[src/led_frame_power_limit_gamma_core_assert.svh]
// Assertion macros for the LED frame power limiter core.
// Used by modules that check their own control logic; expects clk and rst_n in scope.
`ifndef LED_FRAME_POWER_LIMIT_GAMMA_CORE_ASSERT_SVH
`define LED_FRAME_POWER_LIMIT_GAMMA_CORE_ASSERT_SVH

// Same-cycle implication, disabled during reset.
`define LFPL_ASSERT_IMPL(label, ante, cons, msg) \
  label: assert property (@(posedge clk) disable iff (!rst_n) (ante) |-> (cons)) \
    else $error(msg);

// Next-cycle implication, disabled during reset.
`define LFPL_ASSERT_NEXT(label, ante, cons, msg) \
  label: assert property (@(posedge clk) disable iff (!rst_n) (ante) |=> (cons)) \
    else $error(msg);

`endif

[src/lfpl_pkg.sv]
// Shared types, constants and the gamma 2.6 table for the LED frame power limiter.
// Used by every module of the core; depends on nothing.
`timescale 1ns / 1ps
`default_nettype none

package lfpl_pkg;

  localparam int MAX_PIXELS = 2048;
  localparam int CNT_W      = $clog2(MAX_PIXELS + 1);
  localparam int SUM_W      = 21;
  localparam logic [SUM_W-1:0] SUM_MAX = {SUM_W{1'b1}};
  localparam int Q_W        = 18;
  localparam int EST_W      = 19;
  localparam int DIV_NW     = 26;
  localparam int DIV_DW     = 18;
  localparam int DIV_CW     = $clog2(DIV_NW);
  localparam logic [8:0] FSCALE_FULL = 9'd256;

  // sum*20/255 as (sum * 20 * ceil(2^34/255)) >> 34, exact for every 21-bit sum
  localparam int EST_SHIFT  = 34;
  localparam int EST_RCP_W  = 31;
  localparam int EST_PROD_W = SUM_W + EST_RCP_W;
  localparam logic [EST_RCP_W-1:0] EST_RECIP = 31'd1347440740;

  localparam int CFG_IDX_W  = 3;
  localparam int CFG_DATA_W = 16;
  localparam logic [CFG_IDX_W-1:0] REG_BRIGHTNESS = 3'd0;
  localparam logic [CFG_IDX_W-1:0] REG_BUDGET     = 3'd1;
  localparam logic [CFG_IDX_W-1:0] REG_GAMMA_EN   = 3'd2;
  localparam logic [CFG_IDX_W-1:0] REG_STATUS_EN  = 3'd3;
  localparam logic [CFG_IDX_W-1:0] REG_ERROR_FLAG = 3'd4;

  localparam logic OP_MEASURE = 1'b0;
  localparam logic OP_EMIT    = 1'b1;

  localparam int IN_DATA_W  = 24;
  localparam int OUT_DATA_W = 48;
  localparam int OUT_PAD_W  = OUT_DATA_W - 41;

  localparam logic [7:0] STAT_OK_R  = 8'd0;
  localparam logic [7:0] STAT_OK_G  = 8'd24;
  localparam logic [7:0] STAT_OK_B  = 8'd4;
  localparam logic [7:0] STAT_ERR_R = 8'd40;
  localparam logic [7:0] STAT_ERR_G = 8'd0;
  localparam logic [7:0] STAT_ERR_B = 8'd0;

  typedef struct packed {
    logic load_in;
    logic step1;
    logic step2;
    logic accum;
    logic div_a;
    logic eval;
    logic load_pix;
    logic load_rep;
  } lfpl_cmd_t;

  typedef struct packed {
    logic op;
    logic last;
    logic div_busy;
    logic over;
  } lfpl_sts_t;

  localparam int GAMMA_TBL_W = 256 * 8;

  // round(255*(v/255)^2.6): step g while (2g+1)^5 * 255^8 <= 32 * v^13
  function automatic logic [GAMMA_TBL_W-1:0] gamma_table();
    logic [127:0] base8;
    logic [127:0] rhs;
    logic [127:0] lhs;
    logic [GAMMA_TBL_W-1:0] tbl;
    int g;
    int v;
    int n;
    logic stop;
    base8 = 128'd1;
    for (n = 0; n < 8; n++) base8 = base8 * 128'd255;
    g = 0;
    tbl = '0;
    for (v = 0; v < 256; v++) begin
      rhs = 128'd32;
      for (n = 0; n < 13; n++) rhs = rhs * 128'(v);
      stop = 1'b0;
      while ((g < 255) && !stop) begin
        lhs = base8;
        for (n = 0; n < 5; n++) lhs = lhs * 128'(2 * g + 1);
        if (lhs > rhs) begin
          stop = 1'b1;
        end else begin
          g = g + 1;
        end
      end
      tbl[v*8 +: 8] = 8'(g);
    end
    return tbl;
  endfunction

  localparam logic [GAMMA_TBL_W-1:0] GAMMA_TBL = gamma_table();

  function automatic logic [7:0] gamma_lut(input logic [7:0] idx);
    return GAMMA_TBL[{idx, 3'b000} +: 8];
  endfunction

endpackage

`default_nettype wire

[src/lfpl_div.sv]
// Iterative restoring divider, one quotient bit per cycle.
// Depends on lfpl_pkg for operand widths.
`timescale 1ns / 1ps
`default_nettype none

module lfpl_div
  import lfpl_pkg::*;
(
  input  logic              clk,
  input  logic              rst_n,
  input  logic              start,
  input  logic [DIV_NW-1:0] dividend,
  input  logic [DIV_DW-1:0] divisor,
  output logic              busy,
  output logic [DIV_NW-1:0] quotient
);

  logic              busy_r;
  logic [DIV_CW-1:0] cnt_r;
  logic [DIV_NW-1:0] quo_r;
  logic [DIV_DW-1:0] rem_r;
  logic [DIV_DW-1:0] dsr_r;
  logic [DIV_DW:0]   shifted;
  logic [DIV_DW:0]   diff;
  logic              fits;

  assign shifted = {rem_r, quo_r[DIV_NW-1]};
  assign diff    = shifted - {1'b0, dsr_r};
  assign fits    = (shifted >= {1'b0, dsr_r});

  always_ff @(posedge clk) begin
    if (!rst_n) begin
      busy_r <= 1'b0;
      cnt_r  <= '0;
    end else if (start) begin
      busy_r <= 1'b1;
      cnt_r  <= DIV_CW'(DIV_NW - 1);
    end else if (busy_r) begin
      if (cnt_r == '0) begin
        busy_r <= 1'b0;
      end else begin
        cnt_r <= cnt_r - 1'b1;
      end
    end
  end

  always_ff @(posedge clk) begin
    if (start) begin
      quo_r <= dividend;
      rem_r <= '0;
      dsr_r <= divisor;
    end else if (busy_r) begin
      quo_r <= {quo_r[DIV_NW-2:0], fits};
      rem_r <= fits ? diff[DIV_DW-1:0] : shifted[DIV_DW-1:0];
    end
  end

  assign busy     = busy_r;
  assign quotient = quo_r;

endmodule

`default_nettype wire

[src/lfpl_dp.sv]
// Datapath: configuration registers, pixel scaling, frame accumulation, gamma and result register.
// Depends on lfpl_pkg and lfpl_div; driven by commands from lfpl_ctrl.
`timescale 1ns / 1ps
`default_nettype none

module lfpl_dp
  import lfpl_pkg::*;
(
  input  logic                  clk,
  input  logic                  rst_n,
  input  logic                  cfg_valid,
  input  logic [CFG_IDX_W-1:0]  cfg_index,
  input  logic [CFG_DATA_W-1:0] cfg_data,
  input  logic [IN_DATA_W-1:0]  in_tdata,
  input  logic                  in_tuser,
  input  logic                  in_tlast,
  input  lfpl_cmd_t             cmd,
  output lfpl_sts_t             sts,
  output logic [OUT_DATA_W-1:0] out_tdata,
  output logic                  out_tuser
);

  logic [7:0]  brightness_r;
  logic [15:0] budget_r;
  logic        gamma_en_r;
  logic        status_en_r;
  logic        error_flag_r;

  logic        op_r;
  logic        last_r;
  logic [7:0]  red_r;
  logic [7:0]  grn_r;
  logic [7:0]  blu_r;

  logic [9:0]  pix_sum_r;
  logic [8:0]  scale_r;
  logic [7:0]  ch_r_r;
  logic [7:0]  ch_g_r;
  logic [7:0]  ch_b_r;

  logic [CNT_W-1:0] cnt_r;
  logic [SUM_W-1:0] sum_r;
  logic [8:0]       frame_scale_r;
  logic [15:0]      est_r;
  logic             limited_r;
  logic             first_r;
  logic [Q_W-1:0]   q_r;

  logic [OUT_DATA_W-1:0] out_data_r;
  logic                  out_user_r;

  logic [8:0]  bscale;
  logic [16:0] mp_r;
  logic [16:0] mp_g;
  logic [16:0] mp_b;
  logic [17:0] sp;
  logic [16:0] ep_r;
  logic [16:0] ep_g;
  logic [16:0] ep_b;
  logic [SUM_W:0]   sum_ext;
  logic [SUM_W-1:0] sum_nxt;
  logic [EST_PROD_W-1:0] est_prod;

  logic              div_start;
  logic [DIV_NW-1:0] div_dividend;
  logic [DIV_DW-1:0] div_divisor;
  logic              div_busy;
  logic [DIV_NW-1:0] div_quo;

  logic [Q_W-1:0]   q;
  logic [EST_W-1:0] est;
  logic [15:0]      est_sat;
  logic             over;
  logic [15:0]      room;
  logic [8:0]       fscale_cap;

  logic        status_pix;
  logic [7:0]  go;
  logic [7:0]  ro;
  logic [7:0]  bo;

  // configuration
  always_ff @(posedge clk) begin
    if (!rst_n) begin
      brightness_r <= 8'd255;
      budget_r     <= 16'd0;
      gamma_en_r   <= 1'b1;
      status_en_r  <= 1'b0;
      error_flag_r <= 1'b0;
    end else if (cfg_valid) begin
      case (cfg_index)
        REG_BRIGHTNESS: brightness_r <= cfg_data[7:0];
        REG_BUDGET:     budget_r     <= cfg_data;
        REG_GAMMA_EN:   gamma_en_r   <= cfg_data[0];
        REG_STATUS_EN:  status_en_r  <= cfg_data[0];
        REG_ERROR_FLAG: error_flag_r <= cfg_data[0];
        default: ;
      endcase
    end
  end

  assign bscale = {1'b0, brightness_r} + 9'd1;

  assign mp_r = 17'(red_r) * 17'(bscale);
  assign mp_g = 17'(grn_r) * 17'(bscale);
  assign mp_b = 17'(blu_r) * 17'(bscale);
  assign sp   = 18'(bscale) * 18'(frame_scale_r);

  assign ep_r = 17'(red_r) * 17'(scale_r);
  assign ep_g = 17'(grn_r) * 17'(scale_r);
  assign ep_b = 17'(blu_r) * 17'(scale_r);

  assign sum_ext = (SUM_W+1)'(sum_r) + (SUM_W+1)'(pix_sum_r);
  assign sum_nxt = (sum_ext > (SUM_W+1)'(SUM_MAX)) ? SUM_MAX : sum_ext[SUM_W-1:0];

  // frame end arithmetic
  assign est_prod = EST_PROD_W'(sum_r) * EST_PROD_W'(EST_RECIP);

  assign q       = q_r;
  assign est     = EST_W'(cnt_r) + EST_W'(q);
  assign est_sat = (est > EST_W'(16'hFFFF)) ? 16'hFFFF : est[15:0];
  assign over    = (budget_r != 16'd0) && (est > EST_W'(budget_r));
  assign room    = (budget_r > 16'(cnt_r)) ? (budget_r - 16'(cnt_r)) : 16'd0;
  assign fscale_cap = (div_quo > DIV_NW'(FSCALE_FULL)) ? FSCALE_FULL : div_quo[8:0];

  assign div_start    = cmd.eval & over;
  assign div_dividend = {(DIV_NW-24)'(0), room, 8'd0};
  assign div_divisor  = (q == '0) ? DIV_DW'(1) : DIV_DW'(q);

  lfpl_div u_div (
    .clk      (clk),
    .rst_n    (rst_n),
    .start    (div_start),
    .dividend (div_dividend),
    .divisor  (div_divisor),
    .busy     (div_busy),
    .quotient (div_quo)
  );

  // pixel output
  assign status_pix = status_en_r && first_r;

  always_comb begin
    if (status_pix) begin
      if (error_flag_r) begin
        ro = gamma_lut(STAT_ERR_R);
        go = gamma_lut(STAT_ERR_G);
        bo = gamma_lut(STAT_ERR_B);
      end else begin
        ro = gamma_lut(STAT_OK_R);
        go = gamma_lut(STAT_OK_G);
        bo = gamma_lut(STAT_OK_B);
      end
    end else if (gamma_en_r) begin
      ro = gamma_lut(ch_r_r);
      go = gamma_lut(ch_g_r);
      bo = gamma_lut(ch_b_r);
    end else begin
      ro = ch_r_r;
      go = ch_g_r;
      bo = ch_b_r;
    end
  end

  always_ff @(posedge clk) begin
    if (cmd.load_in) begin
      op_r   <= in_tuser;
      last_r <= in_tlast;
      red_r  <= in_tdata[7:0];
      grn_r  <= in_tdata[15:8];
      blu_r  <= in_tdata[23:16];
    end
    if (cmd.step1) begin
      pix_sum_r <= 10'(mp_r[15:8]) + 10'(mp_g[15:8]) + 10'(mp_b[15:8]);
      scale_r   <= sp[16:8];
    end
    if (cmd.step2) begin
      ch_r_r <= ep_r[15:8];
      ch_g_r <= ep_g[15:8];
      ch_b_r <= ep_b[15:8];
    end
    if (cmd.div_a) begin
      q_r <= est_prod[EST_SHIFT +: Q_W];
    end
    if (cmd.load_pix) begin
      out_data_r <= {OUT_PAD_W'(0), 1'b0, 16'd0, go, ro, bo};
      out_user_r <= 1'b0;
    end else if (cmd.load_rep) begin
      out_data_r <= {OUT_PAD_W'(0), limited_r, est_r, 24'd0};
      out_user_r <= 1'b1;
    end
  end

  // frame state
  always_ff @(posedge clk) begin
    if (!rst_n) begin
      cnt_r         <= '0;
      sum_r         <= '0;
      frame_scale_r <= FSCALE_FULL;
      est_r         <= 16'd0;
      limited_r     <= 1'b0;
      first_r       <= 1'b1;
    end else begin
      if (cmd.accum && (cnt_r < CNT_W'(MAX_PIXELS))) begin
        cnt_r <= cnt_r + 1'b1;
        sum_r <= sum_nxt;
      end
      if (cmd.eval) begin
        est_r     <= over ? budget_r : est_sat;
        limited_r <= over;
        cnt_r     <= '0;
        sum_r     <= '0;
        first_r   <= 1'b1;
      end else if (cmd.load_pix) begin
        first_r <= last_r;
      end
      if (cmd.load_rep) begin
        frame_scale_r <= limited_r ? fscale_cap : FSCALE_FULL;
      end
    end
  end

  assign sts.op       = op_r;
  assign sts.last     = last_r;
  assign sts.div_busy = div_busy;
  assign sts.over     = over;

  assign out_tdata = out_data_r;
  assign out_tuser = out_user_r;

endmodule

`default_nettype wire

[src/lfpl_ctrl.sv]
// Controller state machine: sequences each item through the datapath and owns the result handshake.
// Depends on lfpl_pkg and the assertion macro header.
`timescale 1ns / 1ps
`default_nettype none

`include "led_frame_power_limit_gamma_core_assert.svh"

module lfpl_ctrl
  import lfpl_pkg::*;
(
  input  logic      clk,
  input  logic      rst_n,
  input  logic      in_tvalid,
  output logic      in_tready,
  output logic      out_tvalid,
  input  logic      out_tready,
  input  lfpl_sts_t sts,
  output lfpl_cmd_t cmd
);

  localparam logic [3:0] ST_IDLE   = 4'd0;
  localparam logic [3:0] ST_STEP1  = 4'd1;
  localparam logic [3:0] ST_STEP2  = 4'd2;
  localparam logic [3:0] ST_PIXEL  = 4'd3;
  localparam logic [3:0] ST_DIVA   = 4'd4;
  localparam logic [3:0] ST_EVAL   = 4'd5;
  localparam logic [3:0] ST_WAITB  = 4'd6;
  localparam logic [3:0] ST_REPORT = 4'd7;

  logic [3:0] state_r;
  logic [3:0] state_nxt;
  logic       out_valid_r;
  logic       out_valid_nxt;
  logic       out_free;

  assign out_free = !out_valid_r || out_tready;

  always_comb begin
    state_nxt = state_r;
    cmd       = '0;
    case (state_r)
      ST_IDLE: begin
        if (in_tvalid) begin
          cmd.load_in = 1'b1;
          state_nxt   = ST_STEP1;
        end
      end
      ST_STEP1: begin
        cmd.step1 = 1'b1;
        state_nxt = ST_STEP2;
      end
      ST_STEP2: begin
        if (sts.op == OP_MEASURE) begin
          cmd.accum = 1'b1;
          state_nxt = sts.last ? ST_DIVA : ST_IDLE;
        end else begin
          cmd.step2 = 1'b1;
          state_nxt = ST_PIXEL;
        end
      end
      ST_PIXEL: begin
        if (out_free) begin
          cmd.load_pix = 1'b1;
          state_nxt    = ST_IDLE;
        end
      end
      ST_DIVA: begin
        cmd.div_a = 1'b1;
        state_nxt = ST_EVAL;
      end
      ST_EVAL: begin
        cmd.eval  = 1'b1;
        state_nxt = sts.over ? ST_WAITB : ST_REPORT;
      end
      ST_WAITB: begin
        if (!sts.div_busy) begin
          state_nxt = ST_REPORT;
        end
      end
      ST_REPORT: begin
        if (out_free) begin
          cmd.load_rep = 1'b1;
          state_nxt    = ST_IDLE;
        end
      end
      default: begin
        state_nxt = ST_IDLE;
      end
    endcase
  end

  always_comb begin
    if (cmd.load_pix || cmd.load_rep) begin
      out_valid_nxt = 1'b1;
    end else if (out_tready) begin
      out_valid_nxt = 1'b0;
    end else begin
      out_valid_nxt = out_valid_r;
    end
  end

  always_ff @(posedge clk) begin
    if (!rst_n) begin
      state_r     <= ST_IDLE;
      out_valid_r <= 1'b0;
    end else begin
      state_r     <= state_nxt;
      out_valid_r <= out_valid_nxt;
    end
  end

  assign in_tready  = (state_r == ST_IDLE);
  assign out_tvalid = out_valid_r;

  `LFPL_ASSERT_IMPL(a_div_idle, state_r == ST_IDLE, !sts.div_busy,
                    "divider busy while controller idle")
  `LFPL_ASSERT_NEXT(a_div_b_start, (state_r == ST_EVAL) && sts.over,
                    sts.div_busy && (state_r == ST_WAITB),
                    "power scale division not started")
  `LFPL_ASSERT_IMPL(a_out_src, $rose(out_valid_r),
                    ($past(state_r) == ST_PIXEL) || ($past(state_r) == ST_REPORT),
                    "result loaded outside a result state")
  `LFPL_ASSERT_IMPL(a_div_len, (state_r == ST_EVAL) && sts.over,
                    ##(DIV_NW + 1) !sts.div_busy,
                    "divider exceeded its step count")

endmodule

`default_nettype wire

[src/led_frame_power_limit_gamma_core.sv]
// Frame power limiter and gamma core. Takes one item at a time. Measure pixel: no result.
// Emit pixel: result registered from the PIXEL state; a stalled result holds the input off.
// Frame end report: registered from the REPORT state, reached from the last measure pixel
// through DIVA, EVAL and, when the budget limits, WAITB for the 26-step power scale divider.
// Reset (rst_n low, synchronous) restores register defaults; the gamma table is constant.
`timescale 1ns / 1ps
`default_nettype none

module led_frame_power_limit_gamma_core
  import lfpl_pkg::*;
(
  input  logic                  clk,
  input  logic                  rst_n,
  input  logic                  cfg_valid,
  output logic                  cfg_ready,
  input  logic [CFG_IDX_W-1:0]  cfg_index,
  input  logic [CFG_DATA_W-1:0] cfg_data,
  input  logic                  in_tvalid,
  output logic                  in_tready,
  input  logic [IN_DATA_W-1:0]  in_tdata,   // red[7:0], green[15:8], blue[23:16]
  input  logic                  in_tuser,   // op
  input  logic                  in_tlast,
  output logic                  out_tvalid,
  input  logic                  out_tready,
  output logic [OUT_DATA_W-1:0] out_tdata,  // wire_grb[23:0], current_estimate_ma[39:24],
                                            // power_limited[40], zero[47:41]
  output logic                  out_tuser   // frame_report
);

  lfpl_cmd_t cmd;
  lfpl_sts_t sts;

  assign cfg_ready = 1'b1;

  lfpl_ctrl u_ctrl (
    .clk        (clk),
    .rst_n      (rst_n),
    .in_tvalid  (in_tvalid),
    .in_tready  (in_tready),
    .out_tvalid (out_tvalid),
    .out_tready (out_tready),
    .sts        (sts),
    .cmd        (cmd)
  );

  lfpl_dp u_dp (
    .clk       (clk),
    .rst_n     (rst_n),
    .cfg_valid (cfg_valid & cfg_ready),
    .cfg_index (cfg_index),
    .cfg_data  (cfg_data),
    .in_tdata  (in_tdata),
    .in_tuser  (in_tuser),
    .in_tlast  (in_tlast),
    .cmd       (cmd),
    .sts       (sts),
    .out_tdata (out_tdata),
    .out_tuser (out_tuser)
  );

endmodule

`default_nettype wire

[config.mk]
export PLATFORM = sky130hd
export DESIGN_NAME = led_frame_power_limit_gamma_core
export DESIGN_NICKNAME = d
export VERILOG_FILES = /design/src/lfpl_pkg.sv /design/src/lfpl_div.sv /design/src/lfpl_dp.sv /design/src/lfpl_ctrl.sv /design/src/led_frame_power_limit_gamma_core.sv
export VERILOG_INCLUDE_DIRS = /design/src /design/src/src
export SDC_FILE = /design/constraint.sdc
export NUM_CORES = 2
export LEC_CHECK = 0
export BUFFER_PORTS_ARGS = -buffer_cell sky130_fd_sc_hd__buf_4
export CAP_MARGIN = 25
export CORE_AREA = 4 4 340 342
export CTS_BUF_LIST = sky130_fd_sc_hd__clkbuf_8
export DETAILED_ROUTE_END_ITERATION = 8
export DIE_AREA = 0 0 344 346
export SYNTH_ARGS = -nofsm -noshare
export SYNTH_HDL_FRONTEND = slang
export SYNTH_SLANG_ARGS = --single-unit
export TNS_END_PERCENT = 100
[constraint.sdc]
create_clock -name clk -period 13.1 [get_ports clk]
set_clock_uncertainty 0.2 [all_clocks]
set_input_delay 2.62 -clock clk [delete_from_list [all_inputs] [get_ports clk]]
set_output_delay 2.62 -clock clk [all_outputs]
set_load 0.02 [all_outputs]
==> metrics.yaml <==
io_buffers: 93
antenna_found_initial: 4
holdBufCountCts: 0
r2r_cells: 30
synth.most_common_cell: "inv_1"
synth_cells: 4419
swShare: 0.4422
crit_path_end_kind: "flop"
dieArea_mm2: 0.1190
layout_setup_ws_ns: 5.374
met2_usage: 0.2627
clock-sinks: 288
die_height_um: 346
p_per_area_mw_per_mm2: 158.8
antenna_left: 0
status: "completed"
cts_tree: "built"
grt_usage: 0.1593
synth_cell_type_count: 91
worst_slew_pin_slew_ns: 0.9876
relSlewSlack: 0.3406
timing.rr.end: "u_dp.pix_sum_r[9]"
combPwrFrac: 0.664
setup_viol: 0
grt_pass1_wl_um: 157300
internal_power_mw: 3.764
hold_class: "flop to flop"
synth_area_leader_cell: "fa_1"
ios: 102
power.switching_mw: 2.984
critPathMaxFanout: 33
cp_slowest_stage_delay_ns: 0.58
drive_above_1_share: 0.06504
grt-busiest-layer: "met2"
worstSetupPathType: "flop to flop"
die_x_um: 344
ys.flop_type: "edfxtp_1"
crit_required_ns: 13.30
fmaxAchievable_mhz: 129.4
gp_congestion: 0.8689
placementRows: 123
cts_buffers: 52
multiInputGateArea_mm2: 0.02876
finalSetupTns_ns: 0
finalNetCount: 5393
clk_path_buf_depth: 3
drt_iter0_drc: 1901
peakVddDrop_mv: 0.4269
finalPower_mw: 6.748
start_kind: "flop"
slowest_stage: "fa_1"
clk_latency_ns: 0.67
dp_hpwl_um: 72380
cts_root_buffer: "clkbuf_8"
rsz0062_at_grt: "no"
period_share: 0.5898
leakage_nw: 20.48
first_global_vias: 30050
place_ws_ns: 5.334
first_pass_iters: 5
seq_area_frac_synth: 0.1842
min_period_ns: 7.726
drt_wl_total_um: 95120
htreeDepth: 2
hold_violations: 0
r2r_start: "u_dp.brightness_r[0]"
placed_area_mm2: 0.04129
async_flop_share: 0
coreArea_mm2: 0.1123
synth_edf_count: 145
crit_top_cell: "fa_1"
ys_top_cells_by_area: "fa_1 20%, ha_1 18%, edfxtp_1 11%, dfxtp_1 7.3%, inv_1 6.0%"
arrival_ns: 7.92
grt_overflow_total: 0
clk_pin_slew_ns: 0.06
drc_errors: 0
syn_to_final_growth_pct: 8.433
post_drt_wl_per_cell_um: 16.04
ys_ff_latch: 288
slew_violations: 0
cts_setup_buffers: 0
drv_cap: 0
netlist_area_mm2: 0.03919
synth_top_area_share: 0.1957
final_area_mm2: 0.04249
syn_avg_cell_area_um2: 8.868
clkPwrFrac: 0.139
layout.area.seq_mm2: 0.007218
post_cts_resized: 0
yosys_warnings: 0
whs_endpoint: "u_dp.out_tdata[32]"
vias_per_cell: 5.077
use_met3: 0.01804
yosys-top-cells-count: "626 x inv_1, 575 x ha_1, 438 x nand2_1, 383 x fa_1, 275 x and2_1"
min_from: "u_dp.out_tdata[32]"
fillers: 11400
grt_max_degree: 66
start_util: 0.3488
use_met1: 0.2242
min_path_cells: 2
r2r_slack_ns: 5.37
seq_power_share: 0.197
vias: 30110
-- worst max path at each step --
stage | start | to | slack, ns | depth (start not counted)
6_report | u_dp.brightness_r[0] | u_dp.pix_sum_r[9] | 5.37 | 30
5_1_grt | u_dp.brightness_r[0] | u_dp.pix_sum_r[9] | 4.68 | 30
4_1_cts | u_dp.brightness_r[0] | u_dp.pix_sum_r[9] | 5.31 | 30
3_5_place_dp | u_dp.brightness_r[0] | u_dp.pix_sum_r[9] | 5.33 | 30
3_3_place_gp | u_dp.brightness_r[0] | u_dp.pix_sum_r[9] | 5.40 | 30
2_1_floorplan | u_dp.brightness_r[0] | u_dp.pix_sum_r[9] | 6.18 | 28
-- power groups by stage --
stage	combinational (mW)	clock, mW	sequential [mW]
6_report	4.48	0.940	1.33
5_1_grt	5.17	1.01	1.34
3_5_place_dp	4.51	0	1.35
3_3_place_gp	4.41	0	1.35
4_1_cts	4.52	0.975	1.33
2_1_floorplan	3.59	0	1.29
-- per-layer routing --
metal / vias to the layer above / share of wire
met2: 599 / 0.46
met1: 14710 / 0.48
met3: 107 / 0.040
li1: 14690 / -
met4: 4 / 0.020
met5: - / 0.00028
-- cell usage in the layout, fill, tap and decap left out, drive strengths merged, types with 9 or more instances in the layout --
cell type  count
a21boi         9
a211o          9
nand2        438
o22ai         10
and2         276
a21o          49
nor4          22
ha           575
a21oi        252
mux2i         38
or3           12
a211oi        66
inv          644
xor2          50
nor3          62
edfxtp       145
o31ai          9
nand3         82
clkinv        10
o21ai        140
o211ai        27
nor2b         54
buf          145
nor2         226
a22oi         10
a32o          28
nand2b        44
o21a          36
nand4         19
and3          25
a31oi         22
a221oi         9
fa           383
o21bai        16
xnor2        127
dfxtp        143
clkbuf        67
mux4          17
-- through the flow --
| stage | instances | util | hold WS, ns |
|---|---|---|---|
| after floorplan | 4425 | - | 0.2264 |
| after global placement | 5828 | 0.3675 | 0.2307 |
| after detailed placement | 5829 | 0.3675 | 0.2314 |
| after CTS | 5926 | 0.3778 | 0.2394 |
| after global routing | 5929 | 0.3782 | 0.2521 |
| final | 5930 | 0.3782 | 0.2364 |
-- state kept, by name, summed over array words and instances, names as in the netlist, 9 cells and up --
| name | cells |
|---|---|
| u_dp.u_div.dsr_r | 18 |
| u_dp.out_tdata | 41 |
| u_dp.est_r | 16 |
| u_dp.scale_r | 9 |
| u_dp.u_div.quotient | 26 |
| u_dp.pix_sum_r | 10 |
| u_dp.budget_r | 16 |
| u_dp.q | 18 |
| u_dp.frame_scale_r | 9 |
| u_dp.u_div.rem_r | 18 |
| u_dp.sum_r | 21 |
| u_dp.cnt_r | 12 |
-- worst max-delay path, delay by kind of cell, from the launching register on --
family                     cells  cell delay, ns
AOI/OAI and AO/OA             10            1.75
xor gates and xnor gates       1            0.15
adders and majority gates      9            3.57
buffers and inverters          6            0.91
DFF                            1            0.31
and+or+nand+nor                4            0.57
-- layout make-up --
type / count / area share
Multi-Input combinational cell: 3269 / 0.6768
Sequential cell: 288 / 0.1699
Clock buffer: 67 / 0.02170
Timing Repair Buffer: 146 / 0.02650
Antenna cell: 2 / 0.0001178
Tap cell: 1500 / 0.04417
Inverter: 628 / 0.05548
Clock inverter: 30 / 0.005389
-- cell families after synthesis --
| logic type | share of synthesized area |
|---|---|
| AOI/OAI and AO/OA | 0.1279 |
| xor gates and xnor gates | 0.03956 |
| adders and majority gates | 0.3793 |
| buffers and inverters | 0.08474 |
| DFF | 0.1842 |
| muxes | 0.02120 |
| other | 0.0001916 |
| and+or+nand+nor | 0.1629 |
(Power assumes the default switching activity.)
